==> config.mk <==
export PLATFORM = sky130hd
export DESIGN_NAME = nkro_report_builder
export DESIGN_NICKNAME = d
export VERILOG_FILES = /design/src/rtl/nkro_pkg.sv /design/src/rtl/nkro_table.sv /design/src/rtl/nkro_accum.sv /design/src/rtl/nkro_ctrl.sv /design/src/rtl/nkro_report_builder.sv
export SDC_FILE = /design/constraint.sdc
export NUM_CORES = 1
export LEC_CHECK = 0
export BUFFER_PORTS_ARGS = -buffer_cell sky130_fd_sc_hd__buf_4
export CAP_MARGIN = 30
export CORE_MARGIN = 3
export CORE_UTILIZATION = 55
export DETAILED_ROUTE_END_ITERATION = 10
export HOLD_SLACK_MARGIN = 0.02
export PLACE_DENSITY = 0.77
export RECOVER_POWER = 50
export REMOVE_ABC_BUFFERS = 1
export SYNTH_ARGS = -nofsm -noshare
export SYNTH_HDL_FRONTEND = slang
export SYNTH_SLANG_ARGS = --single-unit
==> constraint.sdc <==
create_clock -name clock -period 6.2 [get_ports clock]
set_clock_uncertainty 0.2 [all_clocks]
set_input_delay 0.62 -clock clock [delete_from_list [all_inputs] [get_ports clock]]
set_output_delay 0.62 -clock clock [all_outputs]
set_load 0.02 [all_outputs]
==> src/rtl/nkro_pkg.sv <==
// ---------------------------------------------------------------------------
// nkro_pkg: shared types and constants for the NKRO report builder
// Word layouts of the request and response channels, sequencer states
// and the control group between the sequencer and the entry table.
// ---------------------------------------------------------------------------
`default_nettype none

package nkro_pkg;

   localparam int NumOutputsDef = 32;
   localparam int KeyLimit      = 120;
   localparam int KeyLowW       = 64;
   localparam int KeyHighW      = KeyLimit - KeyLowW;

   localparam logic CMD_PRESS   = 1'b0;
   localparam logic CMD_RELEASE = 1'b1;

   typedef struct packed {
      logic       cmd;
      logic [7:0] output_index;
      logic [7:0] modifier_in;
      logic [7:0] key_code;
   } req_type;

   typedef struct packed {
      logic [7:0]          modifier_byte;
      logic [KeyLowW-1:0]  keys_low;
      logic [KeyHighW-1:0] keys_high;
   } rsp_type;

   typedef enum logic [2:0] {
      ST_IDLE,
      ST_CHECK,
      ST_SCAN,
      ST_DRAIN,
      ST_OUT
   } state_type;

   typedef struct packed {
      logic wr_en;     // update entry at write address
      logic held_set;  // 1: press (store and hold), 0: release (clear)
      logic rd_en;     // read entry at scan address
   } tbl_ctrl_type;

endpackage

`default_nettype wire

==> src/rtl/nkro_table.sv <==
// ---------------------------------------------------------------------------
// nkro_table: per-output entry store
// Modifier and key memory with one write and one registered read port,
// plus the held-bit vector.
// ---------------------------------------------------------------------------
`default_nettype none

module nkro_table #(
   parameter int NUM_OUTPUTS = nkro_pkg::NumOutputsDef,
   localparam int IdxW = (NUM_OUTPUTS > 1) ? $clog2(NUM_OUTPUTS) : 1
) (
   input  wire                      clock,
   input  wire                      reset,
   input  nkro_pkg::tbl_ctrl_type   ctrl,
   input  wire  [IdxW-1:0]          wr_addr,
   input  wire  [7:0]               wr_mod,
   input  wire  [7:0]               wr_key,
   input  wire  [IdxW-1:0]          rd_addr,
   output logic [NUM_OUTPUTS-1:0]   held_mask,
   output logic                     rd_valid,
   output logic                     rd_held,
   output logic [7:0]               rd_mod,
   output logic [7:0]               rd_key
);

   logic [7:0] mod_mem [NUM_OUTPUTS];
   logic [7:0] key_mem [NUM_OUTPUTS];

   logic [NUM_OUTPUTS-1:0] held_mask_ff, held_mask_in;
   logic                   rd_valid_ff;
   logic                   rd_held_ff;
   logic [7:0]             rd_mod_ff;
   logic [7:0]             rd_key_ff;

   always_comb begin
      held_mask_in = held_mask_ff;
      if (ctrl.wr_en) begin
         held_mask_in[wr_addr] = ctrl.held_set;
      end
   end

   always_ff @(posedge clock) begin
      if (reset) begin
         held_mask_ff <= '0;
         rd_valid_ff  <= 1'b0;
      end else begin
         held_mask_ff <= held_mask_in;
         rd_valid_ff  <= ctrl.rd_en;
      end
   end

   always_ff @(posedge clock) begin
      if (ctrl.wr_en) begin
         mod_mem[wr_addr] <= ctrl.held_set ? wr_mod : 8'h00;
         key_mem[wr_addr] <= ctrl.held_set ? wr_key : 8'h00;
      end
   end

   always_ff @(posedge clock) begin
      if (ctrl.rd_en) begin
         rd_mod_ff  <= mod_mem[rd_addr];
         rd_key_ff  <= key_mem[rd_addr];
         rd_held_ff <= held_mask_ff[rd_addr];
      end
   end

   assign held_mask = held_mask_ff;
   assign rd_valid  = rd_valid_ff;
   assign rd_held   = rd_held_ff;
   assign rd_mod    = rd_mod_ff;
   assign rd_key    = rd_key_ff;

endmodule

`default_nettype wire

==> src/rtl/nkro_accum.sv <==
// ---------------------------------------------------------------------------
// nkro_accum: report accumulator
// Folds one table entry per cycle into the modifier byte and key bitmap.
// ---------------------------------------------------------------------------
`default_nettype none

module nkro_accum (
   input  wire                clock,
   input  wire                clear,
   input  wire                en,
   input  wire                held,
   input  wire  [7:0]         mod,
   input  wire  [7:0]         key,
   output nkro_pkg::rsp_type  report
);

   localparam int KeyLimit = nkro_pkg::KeyLimit;

   logic [7:0]          mod_ff, mod_in;
   logic [KeyLimit-1:0] keys_ff, keys_in;
   logic [KeyLimit-1:0] key_onehot;
   logic                key_ok;

   always_comb begin
      key_ok     = (key != 8'h00) && (key < 8'(KeyLimit));
      key_onehot = '0;
      if (key_ok) begin
         key_onehot[key[6:0]] = 1'b1;
      end
   end

   always_comb begin
      mod_in  = mod_ff;
      keys_in = keys_ff;
      if (clear) begin
         mod_in  = 8'h00;
         keys_in = '0;
      end else if (en && held) begin
         mod_in  = mod_ff | mod;
         keys_in = keys_ff | key_onehot;
      end
   end

   always_ff @(posedge clock) begin
      mod_ff  <= mod_in;
      keys_ff <= keys_in;
   end

   assign report.modifier_byte = mod_ff;
   assign report.keys_low      = keys_ff[nkro_pkg::KeyLowW-1:0];
   assign report.keys_high     = keys_ff[KeyLimit-1:nkro_pkg::KeyLowW];

endmodule

`default_nettype wire

==> src/rtl/nkro_ctrl.sv <==
// ---------------------------------------------------------------------------
// nkro_ctrl: event sequencer
// Captures one event; on a hit updates the table, scans every entry through
// the accumulator and hands the finished report to the output register.
// ---------------------------------------------------------------------------
`default_nettype none

module nkro_ctrl #(
   parameter int NUM_OUTPUTS = nkro_pkg::NumOutputsDef,
   localparam int IdxW = (NUM_OUTPUTS > 1) ? $clog2(NUM_OUTPUTS) : 1
) (
   input  wire                        clock,
   input  wire                        reset,
   input  wire                        req_valid,
   output logic                       req_ready,
   input  nkro_pkg::req_type          req_data,
   input  wire  [NUM_OUTPUTS-1:0]     held_mask,
   input  wire                        out_free,
   output nkro_pkg::tbl_ctrl_type     tbl_ctrl,
   output logic [IdxW-1:0]            wr_addr,
   output logic [7:0]                 wr_mod,
   output logic [7:0]                 wr_key,
   output logic [IdxW-1:0]            rd_addr,
   output logic                       acc_clear,
   output logic                       load_out
);

   nkro_pkg::state_type state_ff, state_in;
   nkro_pkg::req_type   req_ff, req_in;
   logic [IdxW-1:0]     cnt_ff, cnt_in;

   logic in_range;
   logic hit;
   logic scan_last;

   assign in_range  = req_ff.output_index < 8'(NUM_OUTPUTS);
   assign hit       = in_range &&
                      ((req_ff.cmd == nkro_pkg::CMD_PRESS) ||
                       held_mask[req_ff.output_index[IdxW-1:0]]);
   assign scan_last = (cnt_ff == IdxW'(NUM_OUTPUTS - 1));

   // next state
   always_comb begin
      state_in = state_ff;
      unique case (state_ff)
         nkro_pkg::ST_IDLE: begin
            if (req_valid) state_in = nkro_pkg::ST_CHECK;
         end
         nkro_pkg::ST_CHECK: begin
            state_in = hit ? nkro_pkg::ST_SCAN : nkro_pkg::ST_IDLE;
         end
         nkro_pkg::ST_SCAN: begin
            if (scan_last) state_in = nkro_pkg::ST_DRAIN;
         end
         nkro_pkg::ST_DRAIN: begin
            state_in = nkro_pkg::ST_OUT;
         end
         nkro_pkg::ST_OUT: begin
            if (out_free) state_in = nkro_pkg::ST_IDLE;
         end
         default: state_in = nkro_pkg::ST_IDLE;
      endcase
   end

   // outputs
   always_comb begin
      req_ready         = 1'b0;
      tbl_ctrl.wr_en    = 1'b0;
      tbl_ctrl.held_set = (req_ff.cmd == nkro_pkg::CMD_PRESS);
      tbl_ctrl.rd_en    = 1'b0;
      acc_clear         = 1'b0;
      load_out          = 1'b0;
      req_in            = req_ff;
      cnt_in            = cnt_ff;
      unique case (state_ff)
         nkro_pkg::ST_IDLE: begin
            req_ready = 1'b1;
            req_in    = req_data;
         end
         nkro_pkg::ST_CHECK: begin
            tbl_ctrl.wr_en = hit;
            acc_clear      = 1'b1;
            cnt_in         = '0;
         end
         nkro_pkg::ST_SCAN: begin
            tbl_ctrl.rd_en = 1'b1;
            cnt_in         = cnt_ff + IdxW'(1);
         end
         nkro_pkg::ST_DRAIN: begin
         end
         nkro_pkg::ST_OUT: begin
            load_out = out_free;
         end
         default: begin
         end
      endcase
   end

   always_ff @(posedge clock) begin
      if (reset) begin
         state_ff <= nkro_pkg::ST_IDLE;
         cnt_ff   <= '0;
      end else begin
         state_ff <= state_in;
         cnt_ff   <= cnt_in;
      end
   end

   always_ff @(posedge clock) begin
      req_ff <= req_in;
   end

   assign wr_addr = req_ff.output_index[IdxW-1:0];
   assign wr_mod  = req_ff.modifier_in;
   assign wr_key  = req_ff.key_code;
   assign rd_addr = cnt_ff;

endmodule

`default_nettype wire

==> src/rtl/nkro_report_builder.sv <==
// ---------------------------------------------------------------------------
// nkro_report_builder: N-key-rollover keyboard report builder
// Keeps a table of logical outputs and rebuilds the full report on every
// accepted in-range press or effective release.
// ---------------------------------------------------------------------------
// req_* carries one press/release word per handshake. A press of an
//   in-range output stores its modifier and key and emits a report; a
//   release of a held output clears it and emits a report. Out-of-range
//   indexes and releases of idle outputs emit nothing.
// rsp_* carries one report word: OR of held modifiers and a 120-bit key
//   bitmap split into keys_low and keys_high.
// Each accepted word is registered and checked; a hit writes the table,
//   then the scan reads one table entry per cycle into the shared
//   accumulator and the report is loaded into the output register.
//   req_ready is high only while the sequencer is idle, so no new word is
//   taken before the last one is through.
// A stalled report waits in the output register while the next word is
//   scanned; the sequencer holds the new report until the register frees.
// Reset empties the table (nothing held) and drops any pending report.
// ---------------------------------------------------------------------------
`default_nettype none

module nkro_report_builder #(
   parameter int NUM_OUTPUTS = nkro_pkg::NumOutputsDef
) (
   input  wire                 clock,
   input  wire                 reset,
   input  wire                 req_valid,
   output logic                req_ready,
   input  nkro_pkg::req_type   req_data,
   output logic                rsp_valid,
   input  wire                 rsp_ready,
   output nkro_pkg::rsp_type   rsp_data
);

   localparam int IdxW = (NUM_OUTPUTS > 1) ? $clog2(NUM_OUTPUTS) : 1;

   nkro_pkg::tbl_ctrl_type tbl_ctrl;
   nkro_pkg::rsp_type      report;
   logic [IdxW-1:0]        wr_addr;
   logic [IdxW-1:0]        rd_addr;
   logic [7:0]             wr_mod;
   logic [7:0]             wr_key;
   logic [NUM_OUTPUTS-1:0] held_mask;
   logic                   rd_valid;
   logic                   rd_held;
   logic [7:0]             rd_mod;
   logic [7:0]             rd_key;
   logic                   acc_clear;
   logic                   load_out;
   logic                   out_free;

   logic                   rsp_valid_ff, rsp_valid_in;
   nkro_pkg::rsp_type      rsp_data_ff;

   nkro_ctrl #(
      .NUM_OUTPUTS (NUM_OUTPUTS)
   ) u_ctrl (
      .clock     (clock),
      .reset     (reset),
      .req_valid (req_valid),
      .req_ready (req_ready),
      .req_data  (req_data),
      .held_mask (held_mask),
      .out_free  (out_free),
      .tbl_ctrl  (tbl_ctrl),
      .wr_addr   (wr_addr),
      .wr_mod    (wr_mod),
      .wr_key    (wr_key),
      .rd_addr   (rd_addr),
      .acc_clear (acc_clear),
      .load_out  (load_out)
   );

   nkro_table #(
      .NUM_OUTPUTS (NUM_OUTPUTS)
   ) u_table (
      .clock     (clock),
      .reset     (reset),
      .ctrl      (tbl_ctrl),
      .wr_addr   (wr_addr),
      .wr_mod    (wr_mod),
      .wr_key    (wr_key),
      .rd_addr   (rd_addr),
      .held_mask (held_mask),
      .rd_valid  (rd_valid),
      .rd_held   (rd_held),
      .rd_mod    (rd_mod),
      .rd_key    (rd_key)
   );

   nkro_accum u_accum (
      .clock  (clock),
      .clear  (acc_clear),
      .en     (rd_valid),
      .held   (rd_held),
      .mod    (rd_mod),
      .key    (rd_key),
      .report (report)
   );

   assign out_free = !rsp_valid_ff || rsp_ready;

   always_comb begin
      rsp_valid_in = rsp_valid_ff;
      if (load_out) begin
         rsp_valid_in = 1'b1;
      end else if (rsp_ready) begin
         rsp_valid_in = 1'b0;
      end
   end

   always_ff @(posedge clock) begin
      if (reset) begin
         rsp_valid_ff <= 1'b0;
      end else begin
         rsp_valid_ff <= rsp_valid_in;
      end
   end

   always_ff @(posedge clock) begin
      if (load_out) begin
         rsp_data_ff <= report;
      end
   end

   assign rsp_valid = rsp_valid_ff;
   assign rsp_data  = rsp_data_ff;

endmodule

`default_nettype wire

* Word-level counts from Yosys, hierarchy flattened
Memory sizes are Yosys's and may differ from the RTL's. A register that Yosys moved wholly into a read port is not among the register bits.
Cells that the tools add are included.
** Word-level totals
- Register bits after elaboration :: 324
- Bits in latches :: 0
- RAM bits :: 512
- Memory bits (read-only) :: 0
- Bits of input ports :: 29
- Output and inout port bits :: 130
- Memories :: 2
** Memories
- u_table.key_mem :: depth 32, width 8, rd ports 1, clocked after memory_dff 1, write ports 1, RTL line nkro_table.sv:27 : logic [7:0] key_mem [NUM_OUTPUTS];
- u_table.mod_mem :: depth 32, width 8, rd ports 1, clocked after memory_dff 1, write ports 1, RTL line nkro_table.sv:26 : logic [7:0] mod_mem [NUM_OUTPUTS];
** Operators by class
- Add/sub/neg operators :: 1
- $mul :: 0
- Div/mod/pow operators :: 0
- Magnitude comparators :: 7
- Equality and inequality tests :: 8
- Shift-type cells :: 0
- Muxes and demuxes :: 27
- Bitwise operators :: 3
- Reduce and logical (&&, ||, !) cells :: 13
** Operators by type and width (number)
- 120-bit 2-to-1 mux :: 1
- 120-bit bitwise OR :: 1
- 32-bit bitwise mux :: 1
- 8-bit 2-to-1 mux :: 2
- 3-bit one-hot mux with 5 select lines :: 1
- 1-bit 2-to-1 mux :: 13
- 5-bit by 6-bit < comparator with 1-bit output (second input constant) :: 2
- 1-bit binary-select mux with 5-bit select :: 2
- 5-bit one-hot mux with 2 select lines :: 1
- 3-bit 2-to-1 mux :: 3
- 7-bit by 8-bit < comparator with 1-bit output (second input constant) :: 1
- 8-bit by 6-bit < comparator with 1-bit output (second input constant) :: 1
- 8-bit by 7-bit < comparator with 1-bit output (second input constant) :: 1
- 8-bit bitwise OR :: 1
- 8-bit nonzero test :: 1
- 1-bit demux with 7-bit select :: 1
- 7-bit by 1-bit >= comparator with 1-bit output (second input constant) :: 1
- 3-bit by 2-bit equality test with 1-bit output (second input constant) :: 2
- 5-bit by 1-bit adder with 5-bit output (second input constant) :: 1
- 1-bit demux with 5-bit select :: 1
- 5-bit equality test (second input constant) :: 1
- 5-bit by 1-bit >= comparator with 1-bit output (second input constant) :: 1
- 1-bit logical AND :: 5
- 2-bit by 1-bit != test with 1-bit output (second input constant) :: 2
- other kinds (10) :: 12

* Longest topological paths before layout
Gate-level depths: netlist of run 1.
- Depth after elaboration :: 7
- Depth in mapped cells :: 9
- Gate-level depth less buffers :: 6

* Hierarchy
Synthesis of run 1 repeated with hierarchy kept, for this count alone.
** Second synthesis, totals
- Cells, all modules :: 2035
- Area total of the unflattened synthesis :: 31986.9 um^2
** By module, submodules not included
- nkro_table :: times used 1, cells each 1342, area an instance 22261.4 um^2
- nkro_accum :: times used 1, cells each 451, area an instance 4209.0 um^2
- nkro_report_builder :: times used 1, cells each 132, area an instance 3890.0 um^2
- nkro_ctrl :: times used 1, cells each 110, area an instance 1626.6 um^2

* Least setup slack after synthesis of run 1
OpenSTA, ideal clock, no wires.
- Path type :: in2reg
- From :: in rsp_ready
- To :: reg rsp_data_ff (netlist bit rsp_data[0]), enable pin
- Arrival :: 6.005 ns
- Setup slack :: -0.623 ns
- Stages on the path :: 2
- Path through :: nor2b_1 > nor2_1
** Between the ends
- Cells in the longest elaborated chain, start to end :: 2
** RTL lines
- start, declared :: RTL line nkro_report_builder.sv:32 : input wire rsp_ready,
- 1-bit logical OR :: RTL line nkro_report_builder.sv:102 : assign out_free = !rsp_valid_ff || rsp_ready;
- 1-bit 2-to-1 mux :: RTL line nkro_ctrl.sv:75 : unique case (state_ff)
- net load_out :: RTL line nkro_report_builder.sv:50 : logic load_out;
- end signal, assigned :: RTL line nkro_report_builder.sv:123 : rsp_data_ff <= report;
- end, declared :: RTL line nkro_report_builder.sv:54 : nkro_pkg::rsp_type rsp_data_ff;
The timed path passes the listed nets, and every way through them passes these cells.
A chain may end at the register's enable or synchronous reset.

* Worst setup path after layout of run 1
- From :: reg u_ctrl.req_ff (netlist bit u_ctrl.wr_addr[2])
- To :: mem u_table.key_mem[21][7], enable pin
** Between the ends
- Cells in the longest elaborated chain, start to end :: 7
- Elaborated cells between the ends (all ways) :: 8
- Those cells by class :: order compare (1); mux (5); reduce/logical (2)
** RTL lines
- start, declared :: RTL line nkro_ctrl.sv:29 : nkro_pkg::req_type req_ff, req_in;
- start signal, assigned :: RTL line nkro_ctrl.sv:110 : req_ff <= req_in;
- 1-bit binary-select mux with 5-bit select :: RTL line nkro_ctrl.sv:39 : held_mask[req_ff.output_index[IdxW-1:0]]);
- 1-bit 2-to-1 mux (implied by the code) :: RTL line nkro_ctrl.sv:39
- 1-bit logical OR :: RTL line nkro_ctrl.sv:38 : ((req_ff.cmd == nkro_pkg::CMD_PRESS) ||
- 1-bit logical AND :: RTL line nkro_ctrl.sv:37 : assign hit = in_range &&
- 1-bit 2-to-1 mux :: RTL line nkro_ctrl.sv:75
- 1-bit 2-to-1 mux :: RTL line nkro_table.sv:53 : if (ctrl.wr_en) begin
- 1-bit 2-to-1 mux :: RTL line nkro_table.sv:55 : key_mem[wr_addr] <= ctrl.held_set ? wr_key : 8'h00;
- end, declared :: RTL line nkro_table.sv:27
Parallel ways exist; a longest one is shown, timed or not. The select of a mux whose other input is x is not followed.

==> results of run 1 <==
[path summary, 6_finish.rpt]
path / slack (ns) / start / endpoint
hold / removal: 0.12 / rsp_ready / u_ctrl.state_ff[2]
setup reg to reg: 2.18 / u_ctrl.wr_addr[2] / u_table.key_mem[21][7]
setup / recovery: 2.18 / u_ctrl.wr_addr[2] / u_table.key_mem[21][7]
hold reg to reg: 0.20 / u_accum.keys_ff[38] / rsp_data[94]
[kinds of logic after synthesis]
kind of cell / synth area share (%)
AOI/OAI and AO/OA: 4.44
buffers and inverters: 2.04
muxes: 13.3
adders and majority gates: 0.0794
and+or+nand+nor: 4.31
DFF: 75.8
[layer usage]
| metal | share of wire, % | track usage (%) | up-vias | wire (um) |
|---|---|---|---|---|
| met5 | 0 | 0 | - | 0 |
| met4 | 4.1 | 10.9 | 0 | 3150 |
| met3 | 7.9 | 4.46 | 179 | 6050 |
| met2 | 51 | 43.2 | 966 | 38900 |
| met1 | 37 | 33.6 | 8799 | 28400 |
| li1 | - | - | 7222 | - |
[power groups by stage]
stage / logic (W) / registers [W] / clock network [W]
2_1_floorplan: 0.000160 / 0.00638 / 0
3_3_place_gp: 0.000288 / 0.00638 / 0
3_5_place_dp: 0.000321 / 0.00637 / 0
4_1_cts: 0.000337 / 0.00625 / 0.00490
5_1_grt: 0.000344 / 0.00626 / 0.00511
6_report: 0.000321 / 0.00626 / 0.00483
[final cells by class]
cell class	instances	area (sq um)
inverters	36	135
multi-input cells	704	7050
well taps	756	946
clock buffers	120	2390
flip-flops and latches	852	23900
clock inverters	30	236
fillers	3745	20100
repair buffers	271	1760
[what timing repair did]
item                      in CTS  in global routing
hold buffers                  25                  0
setup buffers                  0                  0
hold endpoints to repair      25                  0
[cell usage after synthesis (2+ instances only)]
library cell	instances	share of area, %
o221ai_1	2	0.056
nand2b_1	4	0.079
a311oi_1	17	0.47
dfxtp_1	170	11
and3b_1	4	0.11
buf_4	14	0.33
mux2i_1	4	0.13
mux4_2	174	12
nand2_1	12	0.14
a221oi_1	2	0.056
nand3_1	7	0.11
nand3b_1	5	0.12
edfxtp_1	682	65
nor4_1	2	0.040
buf_2	15	0.24
nor2_1	170	2.0
inv_1	36	0.43
ha_1	2	0.079
clkbuf_1	50	0.60
a221oi_2	15	0.72
nor2b_1	18	0.36
o21ai_0	3	0.048
mux2_2	21	0.75
buf_1	13	0.15
o211ai_1	16	0.38
nor3b_2	2	0.079
a21oi_1	131	2.1
nor3b_1	10	0.24
or3_1	4	0.079
buf_6	8	0.29
nor3_1	28	0.44
and3_1	10	0.20
and2_1	5	0.099
a31oi_1	20	0.40
a22oi_1	3	0.071
[flip-flops by register name, indices dropped and copies added, names as in the netlist]
name               cells
rsp_data             128
rsp_valid              1
u_accum.keys_ff      120
u_accum.mod_ff         8
u_ctrl.rd_addr         5
u_ctrl.req_ff          4
u_ctrl.state_ff        3
u_ctrl.wr_addr         5
u_ctrl.wr_key          8
u_ctrl.wr_mod          8
u_table.held_mask     32
u_table.key_mem      256
u_table.mod_mem      256
u_table.rd_held        1
u_table.rd_key         8
u_table.rd_mod         8
u_table.rd_valid       1
[stage by stage]
stage / hold WS (ns) / total power [W]
after floorplan: 0.201 / 0.00654
after global placement: 0.212 / 0.00666
after detailed placement: 0.215 / 0.00669
after CTS: 0.131 / 0.0115
after global routing: 0.156 / 0.0117
final: 0.124 / 0.0114
[tightest hold or removal path, delay by kind of cell]
family | cells | cell delay [ns]
and+or+nand+nor | 2 | 0.14
buffers and inverters | 1 | 0.08
AOI/OAI and AO/OA | 1 | 0.06
==> impl_metrics.ini, run 1 <==
[run_status]
status = complete, but fails checks
failed_checks = capacitance limit, slew limit

[floorplanning]
coreArea_sq_um = 56500
dieArea_sq_um = 60200
die_x_um = 245
initial_core_util_pct = 55.8
ios = 159
std_cell_rows = 87
die_height_um = 245

[placement]
post-place-ws_ns = 2.13
place_area_sq_um = 34200
hpwlAfterDp_mm = 46.1
placedCellCount = 2590
portBuffers = 158
gp_congestion = 0.888

[synth]
synth_area_per_cell_sq_um = 18.6
synth_cells = 1692
synthArstFlopShare_pct = 0
yosys.cell_types.count = 48
synth_ff_type = edfxtp_1
synth-edff-count = 682
yosysWarnings = 0
ys_ff_latch = 852
synth_area_sq_um = 31500
yosysSeqAreaShare_pct = 75.8

[timing]
rsz0062_at_grt = false
hold_viol_final = 0
setup_viol = 0
tns_ns = 0
finalMaxSlewViolations = 49
max_slew_margin_pct = -17.3
tightestPinTransition_ns = 1.76
period_minus_slack_ns = 4.02
fin_crit_sh_pct = 64.9
finalWorstSetupSlack_ns = 2.18
max_freq_mhz = 249

[cells_and_area]
drive_gt1_share_pct = 22.6
final_nets = 1978
antenna_cells = 0
area.growth.synth_to_final_pct = 15.6
final_cells = 2769
layout_common_cells = 682 x edfxtp_1, 174 x mux4_2, 173 x clkbuf_1
final_common_cell = edfxtp_1
design_area_sq_um = 36400
utilization_pct = 64.5

[worst_setup_path]
path_buf_inv = 2
worstRegToRegCells = 7
cp_slowest_cell = nor3_2
worstPathArrival_ns = 4.14
start_kind = flop
worst-path-stages = 7
slowest_delay_ns = 0.82
worst-setup-path-type = reg2reg
required_ns = 6.32
worstPathCellList = or3_1, o221ai_1, a22o_1, nor2_2, buf_8, nor3_2, buf_4
critPathTopFamily = simple AND/OR/NAND/NOR gates
cp-end-kind = flop
worstPathMaxFanout = 18

[cts]
root_buffer = clkbuf_16
numCtsBuffers = 82
cts_resized = 0
cts_buffer_depth = 3
cts.sinks = 852
clock_latency_ns = 0.63
clk_pin_slew_ns = 0.06
h-tree-depth = 3
tritoncts = yes

[pwr]
clock_power_share_pct = 42.4
power.leakage_nw = 12.0
power_density_nw_per_um2 = 313
ir_drop_mv = 0.249
p_sw_w = 0.00236
switching_share_pct = 20.7
intPower_w = 0.00905
pwr-share-comb_pct = 2.8
pwr-share-seq_pct = 54.8

[worst_hold_path]
hold_class = in2reg
hold_path_depth = 4

[routing]
num_vias = 17200
vias_per_cell = 6.20
wl_per_cell_um = 27.6
post-route-drc-count = 0
drt-total-wl_mm = 76.5
ant_nets = 0
drt_pass1_iterations = 5
drtIter0Drc = 1818

[global_route]
grtUsageTotal_pct = 25.7
antenna_found_initial = 0
grt_start_max_net_pins = 71
grt_pass1_vias = 17500
grt_pass1_wl_mm = 113
grt_overflow_total = 0

[run]
max_cap_violations = 3
No activity file was read; power rests on OpenSTA's default activity.
==> run 2: changes to the inputs <==
--- a/config.mk
+++ b/config.mk
@@ -5,6 +5,7 @@
 export SDC_FILE = /design/constraint.sdc
 export NUM_CORES = 1
 export LEC_CHECK = 0
+export ABC_AREA = 1
 export BUFFER_PORTS_ARGS = -buffer_cell sky130_fd_sc_hd__buf_4
 export CAP_MARGIN = 30
 export CORE_MARGIN = 3
==> constraint.sdc (replaced) <==
create_clock -name clock -period 3.65 [get_ports clock]
set_clock_uncertainty 0.2 [all_clocks]
set_input_delay 0.365 -clock clock [delete_from_list [all_inputs] [get_ports clock]]
set_output_delay 0.365 -clock clock [all_outputs]
set_load 0.02 [all_outputs]
==> run 2 against run 1 <==
Effect of this change:
- the run still ends with capacitance limit, slew limit left
- register-to-register slack worse by 1.8 ns
- sequential share of layout area down 0.64 points
- via count up 29%
- worst hold slack better by 0.11 ns
- non-clock buffer count down 13
- area after synthesis up 1.5%
- die area up 1.5%
- sequential power up 69%
- combinational power up 83%
- cell area up 0.97%
- critical endpoint is now u_table.mod_mem[29][2]
- largest power group unchanged
==> impl_metrics.ini, run 2 <==
[run_status]
status = complete, but fails checks
failed_checks = capacitance limit, slew limit

[global_route]
antenna_found_initial = 0
grtUsageTotal_pct = 27.1
grt_start_max_net_pins = 139
grt_pass1_vias = 21200
grt_overflow_total = 0
grt_pass1_wl_mm = 126

[timing]
setup_viol = 0
tightestPinTransition_ns = 1.77
rsz0062_at_grt = false
fin_crit_sh_pct = 89.3
hold_viol_final = 0
max_freq_mhz = 307
finalMaxSlewViolations = 409
max_slew_margin_pct = -18.3
period_minus_slack_ns = 3.26
finalWorstSetupSlack_ns = 0.392

[cells_and_area]
antenna_cells = 0
layout_common_cells = 682 x edfxtp_1, 548 x nor2_1, 293 x o21ai_0
fillCellCount = 4061
final_nets = 2792
drive_gt1_share_pct = 9.06
final_common_cell = edfxtp_1
area.growth.synth_to_final_pct = 15.0
utilization_pct = 64.6
final_cells = 3583

[worst_setup_path]
cp_slowest_cell = edfxtp_1
worstPathCellList = inv_2, nor2_1, nand2_1, nand3_1, nand2_1, nand2_1, inv_1, nand3_2, nand2_1, inv_2, nand2_1, nor2_1, buf_4
start_kind = flop
cp-end-kind = flop
worstPathMaxFanout = 14
crit_path_frequent_cell = nand2_1
worstPathArrival_ns = 3.39
slowest_delay_ns = 0.49
required_ns = 3.78
worst-setup-path-type = reg2reg

[floorplanning]
die_height_um = 247
initial_core_util_pct = 56.2
coreArea_sq_um = 56900
std_cell_rows = 87
die_x_um = 247
ios = 159
dieArea_sq_um = 61100

[cts]
cts.sinks = 852
h-tree-depth = 3
cts_buffer_depth = 3
numCtsBuffers = 82
cts_resized = 0
root_buffer = clkbuf_16
clk_pin_slew_ns = 0.06
tritoncts = yes
clock_latency_ns = 0.65

[placement]
placedCellCount = 3403
gp_congestion = 0.905
hpwlAfterDp_mm = 48.7
portBuffers = 158
post-place-ws_ns = 0.534

[routing]
drtIter0Drc = 3377
wl_per_cell_um = 23.3
vias_per_cell = 6.16
drt-total-wl_mm = 83.7
num_vias = 22100
ant_nets = 0
post-route-drc-count = 0
drt_pass1_iterations = 6

[synth]
yosysMostFrequentCell = edfxtp_1
synthTopCellsByCount = 682 x edfxtp_1, 564 x nor2_1, 293 x o21ai_0, 170 x dfxtp_1, 155 x a21oi_1
synthTopCellsByArea = edfxtp_1 64%, dfxtp_1 11%, nor2_1 6.6%
synth_top_area_cell = edfxtp_1
synth_area_per_cell_sq_um = 12.4
yosys.cell_types.count = 31
synthArstFlopShare_pct = 0
yosysSeqAreaShare_pct = 74.7
ys_ff_latch = 852
yosysWarnings = 0
yosysTopAreaCellShare_pct = 64.0
synth-edff-count = 682
synth_area_sq_um = 32000
synth_cells = 2584
synth_ff_type = edfxtp_1

[pwr]
ir_drop_mv = 0.654
power.leakage_nw = 12.7
power_density_nw_per_um2 = 544
finalPower_w = 0.0200

[run]
max_cap_violations = 12

[worst_hold_path]
hold_class = reg2reg
[run 2: changes by cell type after synthesis, moves of 66 or more]
cell      before  now
o21ai_0        3  293
o221ai_1       2  101
mux4_2       174    0
nand2_1       12  151
nor2_1       170  564
nand3_1        7   78
clkbuf_1      50  116
[run 2: metal layers]
layer | global-route usage, % | part of all wire (%)
met2 | 43.9 | 49
met1 | 36.7 | 37
met4 | 10.3 | 3.9
met5 | 0 | 0
met3 | 5.17 | 10
[run 2: cell type report]
cell class                      instances  area [sq um]  area share [%]
Sequential cell                       852         23900            65.0
Multi-Input combinational cell       1482          7150            19.4
Clock buffer                           95          2120            5.77
Timing Repair Buffer                  258          1640            4.47
Tap cell                              756           946            2.57
Clock inverter                         55           693            1.88
Inverter                               85           325           0.885
[run 2: kinds of logic after synthesis]
| kind of cell | synth area share (%) |
|---|---|
| buf+inv | 3.12 |
| flops | 74.7 |
| compound gates | 11.4 |
| fa+ha+maj | 0.0782 |
| simple gates | 10.8 |
[run 2: per-stage QoR]
step                      setup TNS [ns]  area [sq um]  hold slack [ns]
after global routing                   0         36800            0.234
after global placement                 0         34200            0.214
after floorplan                 -3643.21         31300            0.203
after CTS                              0         37300            0.210
after detailed placement               0         34200            0.215
final                                  0         36800            0.230
[run 2: worst max-delay path: cells and delay by family, from the launching register on]
kind | cells | cell delay (ns)
buf+inv | 4 | 0.62
flops | 1 | 0.49
simple gates | 9 | 1.63
[run 2: repair_timing]
item / in CTS / in global routing
setup endpoints to repair: 0 / 0
endpoints found under the hold margin: 60 / 0
setup buffers: 0 / 0
hold buffers: 29 / 0
[run 2: power breakdown]
group,switching (W),leakage [nW],internal [W]
Clock,0.00378,1.36,0.00504
Sequential,0.0000230,7.69,0.0106
Combinational,0.000481,3.68,0.000106
[run 2: path summary, 6_finish.rpt]
check | startpoint | endpoint | slack (ns) | cells past startpoint
worst max-delay path | u_ctrl.wr_addr[0] | u_table.mod_mem[29][2] | 0.39 | 13
worst min-delay path | u_accum.keys_ff[118] | rsp_data[54] | 0.23 | 0
worst max register to register | u_ctrl.wr_addr[0] | u_table.mod_mem[29][2] | 0.39 | 13
worst min register to register | u_accum.keys_ff[118] | rsp_data[54] | 0.23 | 0
